==> src/sv/gdad_pkg.sv <==
// ----------------------------------------------------------------------------
// gdad_pkg
// Shared types, widths and calendar helpers for the date add/compare block.
// ----------------------------------------------------------------------------
package gdad_pkg;

  localparam int YEAR_MAX_DEF   = 9999;
  localparam int DELTA_BITS_DEF = 17;

  localparam int YEAR_W  = 14;  // stored / port year width
  localparam int YEAR_WK = 15;  // working year width, room above YEAR_MAX
  localparam int HUND_W  = 8;   // centuries of a working year
  localparam int MON_W   = 4;
  localparam int DAY_W   = 5;   // normalized day
  localparam int DIN_W   = 16;  // request day field

  typedef enum logic [1:0] {
    OP_LOAD = 2'd0,
    OP_ADD  = 2'd1,
    OP_CMP  = 2'd2,
    OP_NONE = 2'd3
  } op_t;

  typedef struct packed {
    logic go;
  } norm_req_t;

  typedef struct packed {
    logic done;
    logic underflow;  // borrowed below January of year 1
    logic overflow;   // carried forward while already past YEAR_MAX
  } norm_sts_t;

  // year = 100*hund + rem, so year mod 4 equals rem mod 4
  function automatic logic is_leap(input logic [YEAR_WK-1:0] rem,
                                   input logic [HUND_W-1:0]  hund);
    if (rem == '0) begin
      is_leap = (hund[1:0] == 2'd0);
    end else begin
      is_leap = (rem[1:0] == 2'd0);
    end
  endfunction

  function automatic logic [DAY_W-1:0] month_len(input logic [MON_W-1:0] m,
                                                 input logic leap);
    case (m)
      4'd2:    month_len = leap ? 5'd29 : 5'd28;
      4'd4,
      4'd6,
      4'd9,
      4'd11:   month_len = 5'd30;
      default: month_len = 5'd31;
    endcase
  endfunction

endpackage

==> src/sv/gdad_norm.sv <==
// ----------------------------------------------------------------------------
// gdad_norm
// Iterative date normalizer: splits the year into centuries, then moves the
// day count one month per cycle through a single shared adder.
// ----------------------------------------------------------------------------
module gdad_norm #(
  parameter int YEAR_MAX = gdad_pkg::YEAR_MAX_DEF,
  parameter int WDAY_W   = 18
) (
  input  logic                              clk,
  input  logic                              rst_n,
  input  gdad_pkg::norm_req_t               req,
  input  logic [gdad_pkg::YEAR_WK-1:0]      req_year,
  input  logic [gdad_pkg::MON_W-1:0]        req_month,
  input  logic signed [WDAY_W-1:0]          req_day,
  output gdad_pkg::norm_sts_t               sts,
  output logic [gdad_pkg::YEAR_WK-1:0]      norm_year,
  output logic [gdad_pkg::MON_W-1:0]        norm_month,
  output logic signed [WDAY_W-1:0]          norm_day
);
  import gdad_pkg::*;

  typedef enum logic [1:0] {
    S_IDLE,
    S_SPLIT,
    S_STEP,
    S_DONE
  } state_t;

  localparam logic [YEAR_WK-1:0] YMAX   = YEAR_WK'(YEAR_MAX);
  localparam logic [YEAR_WK-1:0] CENT   = YEAR_WK'(100);
  localparam logic [YEAR_WK-1:0] LAST_R = YEAR_WK'(99);

  state_t                    state_r, state_nxt;
  logic [YEAR_WK-1:0]        year_r, year_nxt;
  logic [YEAR_WK-1:0]        rem_r, rem_nxt;
  logic [HUND_W-1:0]         hund_r, hund_nxt;
  logic [MON_W-1:0]          mon_r, mon_nxt;
  logic signed [WDAY_W-1:0]  day_r, day_nxt;
  logic                      under_r, under_nxt;
  logic                      over_r, over_nxt;

  logic                      leap_cur, leap_prev, wrap;
  logic [DAY_W-1:0]          len_cur, len_prev;
  logic [MON_W-1:0]          prev_mon;
  logic [YEAR_WK-1:0]        prev_rem;
  logic [HUND_W-1:0]         prev_hund;
  logic signed [WDAY_W-1:0]  len_cur_s, addend, day_sum;
  logic                      fwd, back;

  // month length of the current month and of the one before it
  always_comb begin
    wrap      = (mon_r == 4'd1);
    prev_mon  = wrap ? 4'd12 : mon_r - 4'd1;
    prev_rem  = (rem_r == '0) ? LAST_R : rem_r - 1'b1;
    prev_hund = (rem_r == '0) ? hund_r - 1'b1 : hund_r;
    leap_cur  = is_leap(rem_r, hund_r);
    leap_prev = wrap ? is_leap(prev_rem, prev_hund) : leap_cur;
    len_cur   = month_len(mon_r, leap_cur);
    len_prev  = month_len(prev_mon, leap_prev);
    len_cur_s = $signed({{(WDAY_W-DAY_W){1'b0}}, len_cur});
    fwd       = (day_r > len_cur_s);
    back      = day_r[WDAY_W-1] || (day_r == '0);
    // shared adder: subtract on carry, add previous length on borrow
    addend    = fwd ? -len_cur_s : $signed({{(WDAY_W-DAY_W){1'b0}}, len_prev});
    day_sum   = day_r + addend;
  end

  always_comb begin
    state_nxt = state_r;
    year_nxt  = year_r;
    rem_nxt   = rem_r;
    hund_nxt  = hund_r;
    mon_nxt   = mon_r;
    day_nxt   = day_r;
    under_nxt = under_r;
    over_nxt  = over_r;
    case (state_r)
      S_IDLE: begin
        if (req.go) begin
          year_nxt  = req_year;
          rem_nxt   = req_year;
          hund_nxt  = '0;
          mon_nxt   = req_month;
          day_nxt   = req_day;
          under_nxt = 1'b0;
          over_nxt  = 1'b0;
          state_nxt = S_SPLIT;
        end
      end
      S_SPLIT: begin
        if (rem_r >= CENT) begin
          rem_nxt  = rem_r - CENT;
          hund_nxt = hund_r + 1'b1;
        end else begin
          state_nxt = S_STEP;
        end
      end
      S_STEP: begin
        if (fwd) begin
          if (year_r > YMAX) begin
            over_nxt  = 1'b1;   // only moves further out
            state_nxt = S_DONE;
          end else begin
            day_nxt = day_sum;
            if (mon_r == 4'd12) begin
              mon_nxt  = 4'd1;
              year_nxt = year_r + 1'b1;
              if (rem_r == LAST_R) begin
                rem_nxt  = '0;
                hund_nxt = hund_r + 1'b1;
              end else begin
                rem_nxt = rem_r + 1'b1;
              end
            end else begin
              mon_nxt = mon_r + 4'd1;
            end
          end
        end else if (back) begin
          if (wrap && (year_r == YEAR_WK'(1))) begin
            under_nxt = 1'b1;
            state_nxt = S_DONE;
          end else begin
            day_nxt = day_sum;
            mon_nxt = prev_mon;
            if (wrap) begin
              year_nxt = year_r - 1'b1;
              rem_nxt  = prev_rem;
              hund_nxt = prev_hund;
            end
          end
        end else begin
          state_nxt = S_DONE;
        end
      end
      S_DONE: begin
        state_nxt = S_IDLE;
      end
      default: begin
        state_nxt = S_IDLE;
      end
    endcase
  end

  always_ff @(posedge clk) begin
    if (!rst_n) begin
      state_r <= S_IDLE;
      under_r <= 1'b0;
      over_r  <= 1'b0;
    end else begin
      state_r <= state_nxt;
      under_r <= under_nxt;
      over_r  <= over_nxt;
    end
    year_r <= year_nxt;
    rem_r  <= rem_nxt;
    hund_r <= hund_nxt;
    mon_r  <= mon_nxt;
    day_r  <= day_nxt;
  end

  assign sts.done      = (state_r == S_DONE);
  assign sts.underflow = under_r;
  assign sts.overflow  = over_r;
  assign norm_year     = year_r;
  assign norm_month    = mon_r;
  assign norm_day      = day_r;

endmodule

==> src/sv/gregorian_date_add_days.sv <==
// ----------------------------------------------------------------------------
// gregorian_date_add_days
// Flow: ops that need no normalization (bad operand, op 3) strobe the result
//   in the cycle after they are accepted; otherwise the normalizer splits the
//   year into centuries, then moves the day one month per cycle in its adder.
// Throughput: one request at a time; busy is high from the accept edge up to
//   the result strobe, and a new request can be taken in the strobe cycle.
// Reset: synchronous active-low; stored date returns to 1/1/2000.
// ----------------------------------------------------------------------------
module gregorian_date_add_days #(
  parameter int YEAR_MAX   = gdad_pkg::YEAR_MAX_DEF,
  parameter int DELTA_BITS = gdad_pkg::DELTA_BITS_DEF
) (
  input  logic                             clk,
  input  logic                             rst_n,
  // request channel
  input  logic                             start,
  output logic                             busy,
  input  logic [1:0]                       in_operation,
  input  logic signed [gdad_pkg::DIN_W-1:0] in_date_day,
  input  logic [gdad_pkg::MON_W-1:0]       in_date_month,
  input  logic [gdad_pkg::YEAR_W-1:0]      in_date_year,
  input  logic signed [DELTA_BITS-1:0]     in_day_delta,
  // result channel, one-cycle strobe, no back-pressure
  output logic                             out_valid,
  output logic [gdad_pkg::DAY_W-1:0]       out_result_day,
  output logic [gdad_pkg::MON_W-1:0]       out_result_month,
  output logic [gdad_pkg::YEAR_W-1:0]      out_result_year,
  output logic                             out_range_error,
  output logic                             out_is_before,
  output logic                             out_is_same,
  output logic                             out_is_after
);
  import gdad_pkg::*;

  // working day count must hold a 16-bit request day or day+delta
  localparam int WDAY_W = ((DELTA_BITS > DIN_W) ? DELTA_BITS : DIN_W) + 1;
  localparam logic [YEAR_WK-1:0] YMAX = YEAR_WK'(YEAR_MAX);

  typedef enum logic {
    T_IDLE,
    T_RUN
  } tstate_t;

  tstate_t               state_r, state_nxt;
  op_t                   op_r, op_nxt;
  logic [DAY_W-1:0]      cur_day_r, cur_day_nxt;
  logic [MON_W-1:0]      cur_mon_r, cur_mon_nxt;
  logic [YEAR_W-1:0]     cur_year_r, cur_year_nxt;

  logic                  out_valid_r, out_valid_nxt;
  logic                  rerr_r, rerr_nxt;
  logic                  before_r, before_nxt;
  logic                  same_r, same_nxt;
  logic                  after_r, after_nxt;
  logic [DAY_W-1:0]      oday_r;
  logic [MON_W-1:0]      omon_r;
  logic [YEAR_W-1:0]     oyear_r;

  // request decode
  op_t                   in_op;
  logic                  accept, in_ok, need_norm;
  norm_req_t             nreq;
  logic [YEAR_WK-1:0]    req_year;
  logic [MON_W-1:0]      req_month;
  logic signed [WDAY_W-1:0] req_day;

  norm_sts_t             nsts;
  logic [YEAR_WK-1:0]    n_year;
  logic [MON_W-1:0]      n_mon;
  logic signed [WDAY_W-1:0] n_day;

  logic                  reject, n_lt, n_eq;
  logic [YEAR_WK-1:0]    cur_year_wk;
  logic [DAY_W-1:0]      n_day5;

  assign in_op  = op_t'(in_operation);
  assign accept = start && !busy;
  assign in_ok  = (in_date_month >= 4'd1) && (in_date_month <= 4'd12) &&
                  (in_date_year != '0);
  assign need_norm = (in_op == OP_ADD) ||
                     (((in_op == OP_LOAD) || (in_op == OP_CMP)) && in_ok);

  // add works from the stored date, load/compare from the request date
  always_comb begin
    if (in_op == OP_ADD) begin
      req_year  = {1'b0, cur_year_r};
      req_month = cur_mon_r;
      req_day   = $signed({{(WDAY_W-DAY_W){1'b0}}, cur_day_r}) +
                  $signed({{(WDAY_W-DELTA_BITS){in_day_delta[DELTA_BITS-1]}},
                           in_day_delta});
    end else begin
      req_year  = {1'b0, in_date_year};
      req_month = in_date_month;
      req_day   = $signed({{(WDAY_W-DIN_W){in_date_day[DIN_W-1]}}, in_date_day});
    end
    nreq.go = accept && need_norm;
  end

  gdad_norm #(
    .YEAR_MAX (YEAR_MAX),
    .WDAY_W   (WDAY_W)
  ) u_norm (
    .clk        (clk),
    .rst_n      (rst_n),
    .req        (nreq),
    .req_year   (req_year),
    .req_month  (req_month),
    .req_day    (req_day),
    .sts        (nsts),
    .norm_year  (n_year),
    .norm_month (n_mon),
    .norm_day   (n_day)
  );

  // normalized date vs stored date, lexicographic on (year, month, day)
  assign cur_year_wk = {1'b0, cur_year_r};
  assign n_day5      = n_day[DAY_W-1:0];
  assign n_eq = (n_year == cur_year_wk) && (n_mon == cur_mon_r) &&
                (n_day5 == cur_day_r);
  assign n_lt = (n_year < cur_year_wk) ||
                ((n_year == cur_year_wk) && (n_mon < cur_mon_r)) ||
                ((n_year == cur_year_wk) && (n_mon == cur_mon_r) &&
                 (n_day5 < cur_day_r));
  // year leaves 1..YEAR_MAX: keep the stored date
  assign reject = nsts.underflow || nsts.overflow || (n_year > YMAX);

  always_comb begin
    state_nxt     = state_r;
    op_nxt        = op_r;
    cur_day_nxt   = cur_day_r;
    cur_mon_nxt   = cur_mon_r;
    cur_year_nxt  = cur_year_r;
    out_valid_nxt = 1'b0;
    rerr_nxt      = rerr_r;
    before_nxt    = before_r;
    same_nxt      = same_r;
    after_nxt     = after_r;
    case (state_r)
      T_IDLE: begin
        if (accept) begin
          op_nxt = in_op;
          if (need_norm) begin
            state_nxt = T_RUN;
          end else begin
            // bad operand or unused op: answer at once
            out_valid_nxt = 1'b1;
            rerr_nxt      = (in_op == OP_LOAD);
            before_nxt    = 1'b0;
            same_nxt      = 1'b0;
            after_nxt     = 1'b0;
          end
        end
      end
      T_RUN: begin
        if (nsts.done) begin
          state_nxt     = T_IDLE;
          out_valid_nxt = 1'b1;
          rerr_nxt      = 1'b0;
          before_nxt    = 1'b0;
          same_nxt      = 1'b0;
          after_nxt     = 1'b0;
          if (op_r == OP_CMP) begin
            // input past the year range is later, below year 1 earlier
            before_nxt = nsts.overflow || (!nsts.underflow && !n_lt && !n_eq);
            after_nxt  = nsts.underflow || (!nsts.overflow && n_lt);
            same_nxt   = !nsts.underflow && !nsts.overflow && n_eq;
          end else begin
            rerr_nxt = reject;
            if (!reject) begin
              cur_day_nxt  = n_day5;
              cur_mon_nxt  = n_mon;
              cur_year_nxt = n_year[YEAR_W-1:0];
            end
          end
        end
      end
      default: begin
        state_nxt = T_IDLE;
      end
    endcase
  end

  always_ff @(posedge clk) begin
    if (!rst_n) begin
      state_r     <= T_IDLE;
      op_r        <= OP_NONE;
      cur_day_r   <= DAY_W'(1);
      cur_mon_r   <= MON_W'(1);
      cur_year_r  <= YEAR_W'(2000);
      out_valid_r <= 1'b0;
      rerr_r      <= 1'b0;
      before_r    <= 1'b0;
      same_r      <= 1'b0;
      after_r     <= 1'b0;
    end else begin
      state_r     <= state_nxt;
      op_r        <= op_nxt;
      cur_day_r   <= cur_day_nxt;
      cur_mon_r   <= cur_mon_nxt;
      cur_year_r  <= cur_year_nxt;
      out_valid_r <= out_valid_nxt;
      rerr_r      <= rerr_nxt;
      before_r    <= before_nxt;
      same_r      <= same_nxt;
      after_r     <= after_nxt;
    end
    // result date is the stored date after this request
    oday_r  <= cur_day_nxt;
    omon_r  <= cur_mon_nxt;
    oyear_r <= cur_year_nxt;
  end

  assign busy             = (state_r == T_RUN);
  assign out_valid        = out_valid_r;
  assign out_result_day   = oday_r;
  assign out_result_month = omon_r;
  assign out_result_year  = oyear_r;
  assign out_range_error  = rerr_r;
  assign out_is_before    = before_r;
  assign out_is_same      = same_r;
  assign out_is_after     = after_r;

  // ---------------------------------------------------------------------------
  // Assertions
  // ---------------------------------------------------------------------------
  a_cmp_onehot: assert property (@(posedge clk) disable iff (!rst_n)
    out_valid |-> $onehot0({out_is_before, out_is_same, out_is_after}))
    else $error("compare flags not exclusive");

  a_err_vs_cmp: assert property (@(posedge clk) disable iff (!rst_n)
    (out_valid && out_range_error) |->
      !(out_is_before || out_is_same || out_is_after))
    else $error("range error together with compare flag");

  a_unused_op: assert property (@(posedge clk) disable iff (!rst_n)
    (start && !busy && (in_operation == OP_NONE)) |=> (out_valid && !busy))
    else $error("unused op did not answer next cycle");

  a_date_valid: assert property (@(posedge clk) disable iff (!rst_n)
    out_valid |-> ((out_result_month >= 4'd1) && (out_result_month <= 4'd12) &&
                   (out_result_day != '0) && (out_result_year != '0)))
    else $error("reported date not normalized");

endmodule

==> config.mk <==
export PLATFORM = sky130hd
export DESIGN_NAME = gregorian_date_add_days
export DESIGN_NICKNAME = d
export VERILOG_FILES = /design/src/sv/gdad_pkg.sv /design/src/sv/gdad_norm.sv /design/src/sv/gregorian_date_add_days.sv
export SDC_FILE = /design/constraint.sdc
export NUM_CORES = 1
export LEC_CHECK = 0
export BUFFER_PORTS_ARGS = -buffer_cell sky130_fd_sc_hd__buf_2
export CAP_MARGIN = 15
export CORE_ASPECT_RATIO = 0.5
export CORE_MARGIN = 8
export CORE_UTILIZATION = 60
export DETAILED_ROUTE_END_ITERATION = 10
export GPL_ROUTABILITY_DRIVEN = 0
export PLACE_DENSITY_LB_ADDON = 0.15
export SETUP_SLACK_MARGIN = 0.5
export SYNTH_ARGS = -nofsm -noshare
export SYNTH_HDL_FRONTEND = slang
export SYNTH_HIERARCHICAL = 1
export SYNTH_SLANG_ARGS = --single-unit
==> constraint.sdc <==
create_clock -name clk -period 7.2 [get_ports clk]
set_clock_uncertainty 0.15 [all_clocks]
set_input_delay 0.72 -clock clk [delete_from_list [all_inputs] [get_ports clk]]
set_output_delay 0.72 -clock clk [all_outputs]
set_load 0.05 [all_outputs]
==> impl_metrics.prom, run 1 <==
# TYPE chip_impl_metric gauge
chip_impl_info{name="run_status",value="finished clean"} 1
chip_impl_metric{name="firstDrtPassIters",unit=""} 5
chip_impl_metric{name="global_route.overflow_total",unit=""} 0
chip_impl_metric{name="n_antenna_cell",unit=""} 0
chip_impl_metric{name="clock-sinks",unit=""} 112
chip_impl_metric{name="maximum_number_of_pins_on_one_net_before_global_route_repair",unit=""} 64
chip_impl_info{name="r2r_end",value="u_norm/norm_day[12]"} 1
chip_impl_info{name="grt_setup_unrepaired",value="no"} 1
chip_impl_metric{name="p_total",unit="mW"} 2.84
chip_impl_info{name="regToRegStartpoint",value="u_norm/rem_r[8]"} 1
chip_impl_metric{name="critPathMaxStageDelay",unit="ns"} 0.63
chip_impl_metric{name="die_height",unit="um"} 101
chip_impl_metric{name="port_buffer_count",unit=""} 84
chip_impl_info{name="timing.critical_path.to",value="u_norm/norm_day[12]"} 1
chip_impl_metric{name="finalCritPeriodShare",unit="%"} 85.9
chip_impl_info{name="cts_root_buffer",value="sky130_fd_sc_hd__clkbuf_16"} 1
chip_impl_metric{name="h-tree-depth",unit=""} 3
chip_impl_metric{name="route.final.wire_length",unit="um"} 22100
chip_impl_metric{name="yosys_warnings",unit=""} 6
chip_impl_metric{name="synth-seq-area-share",unit="%"} 32.2
chip_impl_metric{name="power_switching",unit="mW"} 1.20
chip_impl_metric{name="ff2ff_path_depth",unit=""} 24
chip_impl_metric{name="drv_slew",unit=""} 0
chip_impl_metric{name="antenna_found_initial",unit=""} 0
chip_impl_metric{name="final_nets",unit=""} 1156
chip_impl_metric{name="post-dp-hpwl",unit="um"} 16700
chip_impl_metric{name="synthDistinctLibCells",unit=""} 76
chip_impl_metric{name="yosys.area.top_type_share",unit="%"} 18.8
chip_impl_metric{name="power_density",unit="nW/um2"} 302
chip_impl_metric{name="critical_path_required",unit="ns"} 7.16
chip_impl_metric{name="cp_max_fo",unit=""} 25
chip_impl_metric{name="combinationalPowerShare",unit="%"} 45.6
chip_impl_metric{name="yosys_register_bits",unit=""} 112
chip_impl_metric{name="vias",unit=""} 7476
chip_impl_metric{name="avgViaCountPerCell",unit=""} 6.06
chip_impl_info{name="netlist.top_cell.by_area",value="sky130_fd_sc_hd__edfxtp_1"} 1
chip_impl_metric{name="detailedPlace.worstSlack",unit="ns"} 0.946
chip_impl_info{name="tritoncts",value="done"} 1
chip_impl_metric{name="remaining_number_of_nets_flagged_by_the_antenna_check_after_routing",unit=""} 0
chip_impl_metric{name="first_iter_violations",unit=""} 576
chip_impl_info{name="setup_crit_start_kind",value="flop"} 1
chip_impl_metric{name="synthToLayoutAreaGrowth",unit="%"} 8.94
chip_impl_metric{name="peak_clock_frequency_supported_by_timing",unit="MHz"} 162
chip_impl_metric{name="sw_frac_of_total",unit="%"} 42.1
chip_impl_metric{name="hold_viol",unit=""} 0
chip_impl_metric{name="detail_route.wl_per_cell",unit="um"} 17.9
chip_impl_metric{name="internal_portion_of_total_power",unit="mW"} 1.65
chip_impl_info{name="critPathCaptureType",value="flop"} 1
chip_impl_metric{name="worst-r2r-setup-slack",unit="ns"} 1.01
chip_impl_info{name="holdCritPathClass",value="flop to flop"} 1
chip_impl_metric{name="cts_buffer_depth",unit=""} 2
chip_impl_metric{name="worst_endpoint_data_arrival_time",unit="ns"} 6.15
chip_impl_metric{name="effective_utilization_at_floorplan",unit="%"} 60.5
chip_impl_metric{name="first_global_vias",unit=""} 7314
chip_impl_info{name="dominantRegCellSynth",value="sky130_fd_sc_hd__dfxtp_1"} 1
chip_impl_metric{name="residual_drc",unit=""} 0
chip_impl_metric{name="share_seq_of_total_power",unit="%"} 36.9
chip_impl_metric{name="drive_gt1_share",unit="%"} 17.5
chip_impl_metric{name="die_w",unit="um"} 186
chip_impl_metric{name="timing_worst_slew_pin_value",unit="ns"} 1.07
chip_impl_metric{name="synth_edf_count",unit=""} 54
chip_impl_metric{name="clk_pin_slew_worst_paths",unit="ns"} 0.08
chip_impl_metric{name="placement_rows",unit=""} 31
chip_impl_info{name="critPathKind",value="flop to flop"} 1
chip_impl_metric{name="timing.max_slew.rel_slack",unit="%"} 28.9
chip_impl_metric{name="irDropWorstVdd",unit="uV"} 150
chip_impl_metric{name="asyncSetResetFlopFracSynth",unit="%"} 0
chip_impl_info{name="worstPathCellList",value="or4_4, nor4_2, nand4_1, o21ai_1, a2bb2oi_1, o21ai_1, inv_1, ha_1, nand2_1, o211ai_1, a21o_4, inv_2, nor2_1, a21oi_1, ha_1, inv_1, fa_1, nor2b_1, o21ai_0, a21boi_1, nor2_1, o21ai_0, xor2_1, mux2_2"} 1
chip_impl_metric{name="grt_usage",unit="%"} 23.8
chip_impl_metric{name="syn_area",unit="um2"} 8640
chip_impl_metric{name="core",unit="um2"} 14300
chip_impl_metric{name="post-route-min-period",unit="ns"} 6.19
chip_impl_metric{name="cts_buffers",unit=""} 9
chip_impl_metric{name="clock_power_share",unit="%"} 17.5
chip_impl_metric{name="post_synth_inst_count",unit=""} 978
chip_impl_metric{name="post_synth.cell_area_avg",unit="um2"} 8.83
chip_impl_metric{name="cts_hold_buffers",unit=""} 0
chip_impl_metric{name="die_area",unit="um2"} 18700
chip_impl_metric{name="maxCapViolations",unit=""} 0
chip_impl_metric{name="setup_viol",unit=""} 0
chip_impl_metric{name="clock_latency",unit="ns"} 0.35
chip_impl_info{name="slowest_stage",value="sky130_fd_sc_hd__or4_4"} 1
chip_impl_metric{name="ios",unit=""} 85
chip_impl_info{name="yosys.cell_count.top_type",value="sky130_fd_sc_hd__nand2_1"} 1
chip_impl_info{name="yosys-top-cells-area",value="sky130_fd_sc_hd__edfxtp_1 19%, sky130_fd_sc_hd__dfxtp_1 13%, sky130_fd_sc_hd__ha_1 9.9%"} 1
chip_impl_info{name="synthTopCellsByCount",value="93 x sky130_fd_sc_hd__nand2_1, 78 x sky130_fd_sc_hd__nor2_1, 68 x sky130_fd_sc_hd__ha_1, 68 x sky130_fd_sc_hd__o21ai_0, 58 x sky130_fd_sc_hd__dfxtp_1"} 1
chip_impl_metric{name="setup_tns",unit="ns"} 0
chip_impl_metric{name="final.setup.worst_slack",unit="ns"} 1.01
chip_impl_metric{name="first_pass_grt_wire_length",unit="um"} 36100
chip_impl_metric{name="leakagePower",unit="nW"} 3.74
chip_impl_info{name="startpoint",value="u_norm/rem_r[8]"} 1
metrics by stage:
stage                     hold WS, ns  area (um2)  util (%)  instances
after floorplan                 0.282        8640         -        979
after global placement          0.296        9120      63.9       1217
after detailed placement        0.314        9120      63.9       1217
after CTS                       0.334        9410      65.9       1233
after global routing            0.351        9410      65.9       1233
final                           0.332        9410      65.9       1233
placed cells by master (no fill, tap or decap), drive strengths merged, types with 21 or more instances in the layout:
master	n
buf	91
ha	68
a21oi	42
xor2	25
nor2	78
dfxtp	58
inv	61
xnor2	47
edfxtp	54
o21ai	71
nand2	93
nand3	21
mux2	51
final cells by class:
class                      count  area [um2]
tap                          198         248
clock buffer                   9         225
timing repair buffer          91         473
sequential                   112        2780
clock inverter                 7        61.3
multi-input combinational    758        5400
inverter                      58         218
fill                        1212        4860
sequential cells by signal, summed over array words and instances, names as in the netlist, 2 cells and up:
register and count:
cur_mon_r 4, op_r 2, out_result_year 14, out_result_day 5, u_norm/norm_year 15, out_result_month 4, u_norm/norm_day 18, u_norm/norm_month 4
u_norm/rem_r 15, cur_year_r 14, u_norm/hund_r 2, cur_day_r 5, u_norm/state_r 2
cells by family (layout without fill, tap and decap cells):
kind of cell               count (synthesis)  count (layout)  share of synthesized area (%)
adders and majority gates                 70              70                           10.3
muxes                                     58              58                           8.52
other                                      1               2                         0.0434
and+or+nand+nor                          340             340                           20.1
AOI/OAI and AO/OA                        216             216                           16.1
DFF                                      112             112                           32.2
buffers and inverters                    109             165                           5.37
xor gates and xnor gates                  72              72                           7.30
worst max-delay path: cells and delay by family (launching register included):
family | cells | cell delay [ns]
fa+ha+maj | 3 | 0.90
xor+xnor | 1 | 0.09
compound gates | 9 | 1.94
buf+inv | 3 | 0.40
mux | 1 | 0.26
flops | 1 | 0.56
simple gates | 7 | 1.63
worst min path at each step:
stage               slack, ns           end    startpoint  cells after the start
CTS                      0.33       op_r[0]       op_r[0]                      2
detailed placement       0.31       op_r[0]       op_r[0]                      2
global route             0.35       op_r[1]       op_r[1]                      2
floorplan                0.28       op_r[0]       op_r[0]                      2
finish                   0.33  out_is_after  out_is_after                      2
global placement         0.30       op_r[0]       op_r[0]                      2
power by group through the flow:
| stage | clock network (mW) | logic [mW] | registers (mW) |
|---|---|---|---|
| after detailed placement | 0 | 1.27 | 1.06 |
| after floorplan | 0 | 1.08 | 0.943 |
| after CTS | 0.506 | 1.28 | 1.04 |
| final | 0.497 | 1.30 | 1.05 |
| after global placement | 0 | 1.24 | 1.05 |
| after global routing | 0.534 | 1.44 | 1.07 |
routing by layer:
layer / up-vias / part of all wire [%] / track usage [%]
met2: 262 / 46 / 38.9
li1: 3628 / - / -
met5: - / 0 / 0
met1: 3546 / 45 / 30.7
met4: 0 / 2.1 / 7.76
met3: 40 / 7.3 / 5.36
repair_timing:
item / CTS / global route
endpoints found under the setup margin: 0 / 4
buffers inserted: 0 / 0
gates resized for setup: 0 / 2
Note: power is estimated with default switching activity, not from simulation.
==> inputs of run 2 (changes only) <==
--- a/config.mk
+++ b/config.mk
@@ -13,6 +13,7 @@
 export DETAILED_ROUTE_END_ITERATION = 10
 export GPL_ROUTABILITY_DRIVEN = 0
 export PLACE_DENSITY_LB_ADDON = 0.15
+export RECOVER_POWER = 50
 export SETUP_SLACK_MARGIN = 0.5
 export SYNTH_ARGS = -nofsm -noshare
 export SYNTH_HDL_FRONTEND = slang
==> run 2 against run 1 <==
  * The flow now finishes with violations (capacitance limit, slew limit)
  * Fmax shrank 2.7%
  * Non-clock buffer count is the same
  * First-iteration DRC count grew 2.6%
  * Worst hold slack gained 0.0029 ns
  * Clock power is essentially flat
  * Register-to-register slack lost 0.17 ns
  * Via count grew 0.12%
  * Cell area shrank 1.4%
  * Cell count is the same
  * Worst setup slack lost 0.17 ns
  * Core utilization shrank 0.92 points
  * Critical path depth is the same
  * Critical endpoint unchanged
  * Largest cell class unchanged
==> impl_metrics.prom, run 2 (synthesized netlist as in run 1, its figures left out) <==
# TYPE chip_impl_metric gauge
chip_impl_metric{name="fill_cells",unit=""} 1242
chip_impl_metric{name="global_route.overflow_total",unit=""} 0
chip_impl_metric{name="cp_max_fo",unit=""} 25
chip_impl_metric{name="effective_utilization_at_floorplan",unit="%"} 60.5
chip_impl_metric{name="detailedPlace.worstSlack",unit="ns"} 0.946
chip_impl_metric{name="route.final.wire_length",unit="um"} 22100
chip_impl_metric{name="timing.max_slew.rel_slack",unit="%"} -35.0
chip_impl_metric{name="clock_latency",unit="ns"} 0.35
chip_impl_metric{name="leakagePower",unit="nW"} 3.59
chip_impl_info{name="grt_setup_unrepaired",value="no"} 1
chip_impl_metric{name="drive_gt1_share",unit="%"} 12.1
chip_impl_metric{name="multiInputGateArea",unit="um2"} 5310
chip_impl_metric{name="ios",unit=""} 85
chip_impl_info{name="holdCritPathClass",value="flop to flop"} 1
chip_impl_metric{name="remaining_number_of_nets_flagged_by_the_antenna_check_after_routing",unit=""} 0
chip_impl_metric{name="grt_usage",unit="%"} 23.8
chip_impl_metric{name="post-route-min-period",unit="ns"} 6.36
chip_impl_metric{name="critical_path_required",unit="ns"} 7.16
chip_impl_metric{name="maximum_number_of_pins_on_one_net_before_global_route_repair",unit=""} 64
chip_impl_metric{name="maxCapViolations",unit=""} 1
chip_impl_metric{name="first_pass_grt_wire_length",unit="um"} 36100
chip_impl_metric{name="post-dp-hpwl",unit="um"} 16700
chip_impl_metric{name="area.sequential",unit="um2"} 2780
chip_impl_info{name="tritoncts",value="done"} 1
chip_impl_metric{name="first_global_vias",unit=""} 7314
chip_impl_metric{name="irDropWorstVdd",unit="uV"} 151
chip_impl_metric{name="antenna_found_initial",unit=""} 0
chip_impl_metric{name="final.setup.worst_slack",unit="ns"} 0.843
chip_impl_metric{name="n_antenna_cell",unit=""} 0
chip_impl_metric{name="timing_worst_slew_pin_value",unit="ns"} 2.03
chip_impl_metric{name="synthToLayoutAreaGrowth",unit="%"} 7.42
chip_impl_metric{name="hold_viol",unit=""} 0
chip_impl_metric{name="avgViaCountPerCell",unit=""} 6.07
chip_impl_metric{name="die_w",unit="um"} 186
chip_impl_info{name="critPathCaptureType",value="flop"} 1
chip_impl_metric{name="placement_rows",unit=""} 31
chip_impl_metric{name="largest_register_ff_count",unit=""} 18
chip_impl_metric{name="setup_tns",unit="ns"} 0
chip_impl_info{name="final_cell_mix",value="93 x sky130_fd_sc_hd__nand2_1, 78 x sky130_fd_sc_hd__nor2_1, 70 x sky130_fd_sc_hd__o21ai_0"} 1
chip_impl_metric{name="core",unit="um2"} 14300
chip_impl_metric{name="cts_buffers",unit=""} 9
chip_impl_metric{name="port_buffer_count",unit=""} 84
chip_impl_info{name="critPathKind",value="flop to flop"} 1
chip_impl_metric{name="power_density",unit="nW/um2"} 305
chip_impl_metric{name="worst_endpoint_data_arrival_time",unit="ns"} 6.31
chip_impl_metric{name="cts_hold_buffers",unit=""} 0
chip_impl_info{name="failing_checks",value="capacitance limit, slew limit"} 1
chip_impl_metric{name="clock-sinks",unit=""} 112
chip_impl_metric{name="ctsResizeCount",unit=""} 0
chip_impl_info{name="most_frequent_standard_cell_in_the_layout_excluding_fill_and_tap_cells",value="sky130_fd_sc_hd__nand2_1"} 1
chip_impl_metric{name="die_height",unit="um"} 101
chip_impl_metric{name="first_iter_violations",unit=""} 591
chip_impl_metric{name="die_area",unit="um2"} 18700
chip_impl_info{name="setup_crit_start_kind",value="flop"} 1
chip_impl_metric{name="h-tree-depth",unit=""} 3
chip_impl_metric{name="setup_viol",unit=""} 0
chip_impl_info{name="run_status",value="finished with violations"} 1
chip_impl_metric{name="firstDrtPassIters",unit=""} 5
chip_impl_metric{name="peak_clock_frequency_supported_by_timing",unit="MHz"} 157
chip_impl_metric{name="vias",unit=""} 7485
chip_impl_info{name="cts_root_buffer",value="sky130_fd_sc_hd__clkbuf_16"} 1
chip_impl_metric{name="finalCritPeriodShare",unit="%"} 88.3
chip_impl_metric{name="drv_slew",unit=""} 64
chip_impl_metric{name="detail_route.wl_per_cell",unit="um"} 17.9
chip_impl_metric{name="p_total",unit="mW"} 2.83
chip_impl_metric{name="cts_post_setup_buffers_inserted",unit=""} 0
chip_impl_metric{name="cts_buffer_depth",unit=""} 2
chip_impl_metric{name="clk_pin_slew_worst_paths",unit="ns"} 0.08
chip_impl_metric{name="residual_drc",unit=""} 0
chip_impl_metric{name="final_nets",unit=""} 1156
==> run 2: area by class of cell <==
type | instances | area share, %
clock buffer | 9 | 2.43
clock inverter | 7 | 0.661
inverter | 58 | 2.35
multi-input combinational | 758 | 57.3
sequential | 112 | 30.0
tap | 198 | 2.67
timing repair buffer | 91 | 4.64
==> run 2: stage by stage <==
stage          area [um2]  instances  util [%]  hold WS (ns)
2_1_floorplan        8640        979         -         0.282
3_3_place_gp         9120       1217      63.9         0.296
3_5_place_dp         9120       1217      63.9         0.314
4_1_cts              9410       1233      65.9         0.334
5_1_grt              9280       1233      65.0         0.351
6_report             9280       1233      65.0         0.334
==> run 2: worst paths after layout <==
check	from	end	slack [ns]	depth (start not counted)
worst min-delay path	out_is_after	out_is_after	0.33	2
worst max register to register	u_norm/rem_r[8]	u_norm/norm_day[12]	0.84	24
worst min register to register	out_is_after	out_is_after	0.33	2
worst max-delay path	u_norm/rem_r[8]	u_norm/norm_day[12]	0.84	24
==> run 2: worst max-delay path, stage by stage, from the launching register on <==
cell and delay (ns):
sky130_fd_sc_hd__edfxtp_1 0.56, sky130_fd_sc_hd__or4_4 0.63, sky130_fd_sc_hd__nor4_2 0.32, sky130_fd_sc_hd__nand4_1 0.30
sky130_fd_sc_hd__o21ai_0 0.41, sky130_fd_sc_hd__a2bb2oi_1 0.11, sky130_fd_sc_hd__o21ai_0 0.31, sky130_fd_sc_hd__inv_1 0.09
sky130_fd_sc_hd__ha_1 0.28, sky130_fd_sc_hd__nand2_1 0.06, sky130_fd_sc_hd__o211ai_1 0.12, sky130_fd_sc_hd__a21o_4 0.35
sky130_fd_sc_hd__inv_2 0.25, sky130_fd_sc_hd__nor2_1 0.08, sky130_fd_sc_hd__a21oi_1 0.15, sky130_fd_sc_hd__ha_1 0.23
sky130_fd_sc_hd__inv_1 0.07, sky130_fd_sc_hd__fa_1 0.40, sky130_fd_sc_hd__nor2b_1 0.12, sky130_fd_sc_hd__o21ai_0 0.13
sky130_fd_sc_hd__a21boi_1 0.31, sky130_fd_sc_hd__nor2_1 0.11, sky130_fd_sc_hd__o21ai_0 0.23, sky130_fd_sc_hd__xor2_1 0.09
sky130_fd_sc_hd__mux2_2 0.26
==> run 2: layer usage <==
layer | global-route usage, % | vias up | part of all wire [%] | wire length, um
met2 | 38.9 | 276 | 46 | 10100
met5 | 0 | - | 0 | 0
li1 | - | 3637 | - | -
met3 | 5.36 | 41 | 7.4 | 1630
met4 | 7.76 | 0 | 2.2 | 476
met1 | 30.7 | 3531 | 45 | 9840
==> run 2: report_power, final <==
group,switching [mW],total (mW),internal (mW)
registers,0.201,1.05,0.846
clock network,0.251,0.494,0.242
logic,0.737,1.29,0.555
==> inputs of run 3 (changes only) <==
--- a/config.mk
+++ b/config.mk
@@ -5,12 +5,12 @@
 export SDC_FILE = /design/constraint.sdc
 export NUM_CORES = 1
 export LEC_CHECK = 0
-export BUFFER_PORTS_ARGS = -buffer_cell sky130_fd_sc_hd__buf_2
 export CAP_MARGIN = 15
 export CORE_ASPECT_RATIO = 0.5
 export CORE_MARGIN = 8
 export CORE_UTILIZATION = 60
 export DETAILED_ROUTE_END_ITERATION = 10
+export DONT_BUFFER_PORTS = 1
 export GPL_ROUTABILITY_DRIVEN = 0
 export PLACE_DENSITY_LB_ADDON = 0.15
 export RECOVER_POWER = 50
==> constraint.sdc (replaced) <==
create_clock -name clk -period 6.2 [get_ports clk]
set_clock_uncertainty 0.15 [all_clocks]
set_input_delay 0.62 -clock clk [delete_from_list [all_inputs] [get_ports clk]]
set_output_delay 0.62 -clock clk [all_outputs]
set_load 0.05 [all_outputs]
==> run 3 against run 2 <==
  * The flow still finishes with violations (capacitance limit, slew limit)
  * Worst setup slack got worse by 0.32 ns
  * Sequential cell count did not move
  * Critical path type unchanged
  * Critical path depth fell by 1
  * Cell count fell by 5.4%
  * Count of clock-buffer cells in the layout rose by 3
  * Cell area fell by 1.9%
  * Via count fell by 3.1%
  * Core utilization fell by 1.3 points
  * Highest routed layer unchanged
  * First-iteration DRC count fell by 5.9%
==> impl_metrics.prom, run 3 (synthesized netlist as in run 1, its figures left out) <==
# TYPE chip_impl_metric gauge
chip_impl_info{name="run_status",value="finished with violations"} 1
chip_impl_info{name="failing_checks",value="capacitance limit, slew limit"} 1
chip_impl_metric{name="avgViaCountPerCell",unit=""} 6.22
chip_impl_metric{name="placement_rows",unit=""} 31
chip_impl_metric{name="first_iter_violations",unit=""} 556
chip_impl_info{name="r2r_end",value="u_norm/norm_day[17]"} 1
chip_impl_metric{name="antenna_found_initial",unit=""} 0
chip_impl_metric{name="detailedPlace.worstSlack",unit="ns"} 0.169
chip_impl_metric{name="cp.depth",unit=""} 23
chip_impl_metric{name="clock_latency",unit="ns"} 0.36
chip_impl_metric{name="die_height",unit="um"} 101
chip_impl_metric{name="finalCritPeriodShare",unit="%"} 91.6
chip_impl_metric{name="clock-sinks",unit=""} 112
chip_impl_info{name="setup_crit_start_kind",value="flop"} 1
chip_impl_metric{name="maxCapViolations",unit=""} 1
chip_impl_metric{name="h-tree-depth",unit=""} 3
chip_impl_info{name="cp_top_family",value="compound AO/OA/AOI/OAI gates"} 1
chip_impl_info{name="regToRegStartpoint",value="u_norm/rem_r[9]"} 1
chip_impl_metric{name="global_route.overflow_total",unit=""} 0
chip_impl_metric{name="cts_buffers",unit=""} 9
chip_impl_info{name="timing.critical_path.to",value="u_norm/norm_day[17]"} 1
chip_impl_info{name="tritoncts",value="done"} 1
chip_impl_metric{name="firstDrtPassIters",unit=""} 5
chip_impl_info{name="holdCritPathClass",value="input pin to flop"} 1
chip_impl_info{name="final_cell_mix",value="93 x sky130_fd_sc_hd__nand2_1, 78 x sky130_fd_sc_hd__nor2_1, 67 x sky130_fd_sc_hd__ha_1"} 1
chip_impl_metric{name="die_area",unit="um2"} 18700
chip_impl_info{name="startpoint",value="u_norm/rem_r[9]"} 1
chip_impl_metric{name="setup_tns",unit="ns"} 0
chip_impl_metric{name="worst-r2r-setup-slack",unit="ns"} 0.52
chip_impl_metric{name="timing.max_slew.rel_slack",unit="%"} -29.3
chip_impl_metric{name="critical_path_required",unit="ns"} 6.25
chip_impl_metric{name="post-route-min-period",unit="ns"} 5.68
chip_impl_metric{name="post-dp-hpwl",unit="um"} 16600
chip_impl_metric{name="n_antenna_cell",unit=""} 0
chip_impl_metric{name="route.final.wire_length",unit="um"} 22400
chip_impl_metric{name="first_global_vias",unit=""} 7011
chip_impl_metric{name="timing_worst_slew_pin_value",unit="ns"} 1.94
chip_impl_metric{name="post-route-cell-area",unit="um2"} 9100
chip_impl_metric{name="grt_usage",unit="%"} 23.9
chip_impl_metric{name="leakagePower",unit="nW"} 3.45
chip_impl_metric{name="drv_slew",unit=""} 36
chip_impl_metric{name="p_total",unit="mW"} 3.39
chip_impl_info{name="most_frequent_standard_cell_in_the_layout_excluding_fill_and_tap_cells",value="sky130_fd_sc_hd__nand2_1"} 1
chip_impl_metric{name="remaining_number_of_nets_flagged_by_the_antenna_check_after_routing",unit=""} 0
chip_impl_metric{name="critPathMaxStageDelay",unit="ns"} 0.60
chip_impl_metric{name="peak_clock_frequency_supported_by_timing",unit="MHz"} 176
chip_impl_metric{name="drive_gt1_share",unit="%"} 9.91
chip_impl_metric{name="synthToLayoutAreaGrowth",unit="%"} 5.35
chip_impl_info{name="critPathKind",value="flop to flop"} 1
chip_impl_metric{name="clk_pin_slew_worst_paths",unit="ns"} 0.08
chip_impl_metric{name="setup_viol",unit=""} 0
chip_impl_metric{name="hold_viol",unit=""} 0
chip_impl_metric{name="residual_drc",unit=""} 0
chip_impl_metric{name="final_nets",unit=""} 1090
chip_impl_metric{name="core",unit="um2"} 14300
chip_impl_metric{name="ios",unit=""} 85
chip_impl_metric{name="port_buffer_count",unit=""} 0
chip_impl_metric{name="power_density",unit="nW/um2"} 372
chip_impl_metric{name="critical_path_buf_inv_count",unit=""} 4
chip_impl_info{name="cts_root_buffer",value="sky130_fd_sc_hd__clkbuf_16"} 1
chip_impl_metric{name="largest_register_ff_count",unit=""} 18
chip_impl_metric{name="maximum_number_of_pins_on_one_net_before_global_route_repair",unit=""} 64
chip_impl_info{name="worstPathCellList",value="or4_4, nor4_4, nand4_1, o21ai_0, a2bb2oi_1, o21ai_2, inv_1, ha_1, nand2_1, o211ai_1, a21o_4, inv_4, buf_4, a21oi_2, ha_2, buf_4, a211oi_2, o21ai_1, a221oi_2, o21ai_0, o21a_1, nor4b_1, nor3_1"} 1
chip_impl_metric{name="effective_utilization_at_floorplan",unit="%"} 60.5
chip_impl_info{name="slowest_stage",value="sky130_fd_sc_hd__or4_4"} 1
chip_impl_info{name="grt_setup_unrepaired",value="no"} 1
chip_impl_metric{name="die_w",unit="um"} 186
chip_impl_metric{name="irDropWorstVdd",unit="uV"} 170
chip_impl_metric{name="cp_max_fo",unit=""} 8
chip_impl_metric{name="vias",unit=""} 7254
chip_impl_info{name="critPathCaptureType",value="flop"} 1
chip_impl_metric{name="ff2ff_path_depth",unit=""} 23
chip_impl_metric{name="first_pass_grt_wire_length",unit="um"} 36000
chip_impl_metric{name="final.setup.worst_slack",unit="ns"} 0.522
chip_impl_metric{name="cts_buffer_depth",unit=""} 2
chip_impl_metric{name="detail_route.wl_per_cell",unit="um"} 19.2
chip_impl_metric{name="worst_endpoint_data_arrival_time",unit="ns"} 5.73
chip_impl_metric{name="placed_cell_area",unit="um2"} 8730
run 3: changes by cell type in the layout (fill, tap and decap cells not counted), sizes merged:
cell and delta:
clkinvlp -1, buf -37, clkbuf -26, clkinv -2
run 3: final cells by class:
cell class / instances / area [um2]
Multi-Input combinational cell: 758 / 5360
Fill cell: 1252 / 5170
Sequential cell: 112 / 2780
Clock buffer: 12 / 268
Tap cell: 198 / 248
Inverter: 58 / 220
Timing Repair Buffer: 25 / 184
Clock inverter: 4 / 32.5
run 3: routing by layer:
layer / global-route usage, % / vias up / wire length (um)
met4: 7.40 / 0 / 461
met1: 30.6 / 3429 / 9840
li1: - / 3506 / -
met2: 38.6 / 277 / 10300
met5: 0 / - / 0
met3: 6.87 / 42 / 1850
run 3: how the worst min path moves through the flow:
stage / startpoint / end / slack [ns] / depth (start not counted)
after CTS: rst_n / op_r[1] / 0.17 / 1
after floorplan: op_r[0] / op_r[0] / 0.28 / 2
after global routing: rst_n / op_r[0] / 0.18 / 1
final: rst_n / op_r[1] / 0.19 / 1
after detailed placement: op_r[0] / op_r[0] / 0.30 / 2
after global placement: op_r[0] / op_r[0] / 0.29 / 2
run 3: repair_timing:
item,CTS,global route
gates resized for setup,5,16
hold buffers,0,0
buffers inserted,0,14
endpoints found under the setup margin,11,12
pin swaps,0,10
run 3: power breakdown:
part,total (mW),switching (mW),leakage (nW),internal [mW]
Clock,0.599,0.286,0.149,0.313
Combinational,1.57,0.881,2.32,0.691
Sequential,1.22,0.234,0.978,0.982
run 3: stage by stage:
step / hold slack (ns) / cells / utilization, %
after floorplan: 0.282 / 979 / -
after global placement: 0.294 / 1137 / 61.2
after detailed placement: 0.303 / 1137 / 61.2
after CTS: 0.173 / 1153 / 63.4
after global routing: 0.176 / 1167 / 63.7
final: 0.187 / 1167 / 63.7
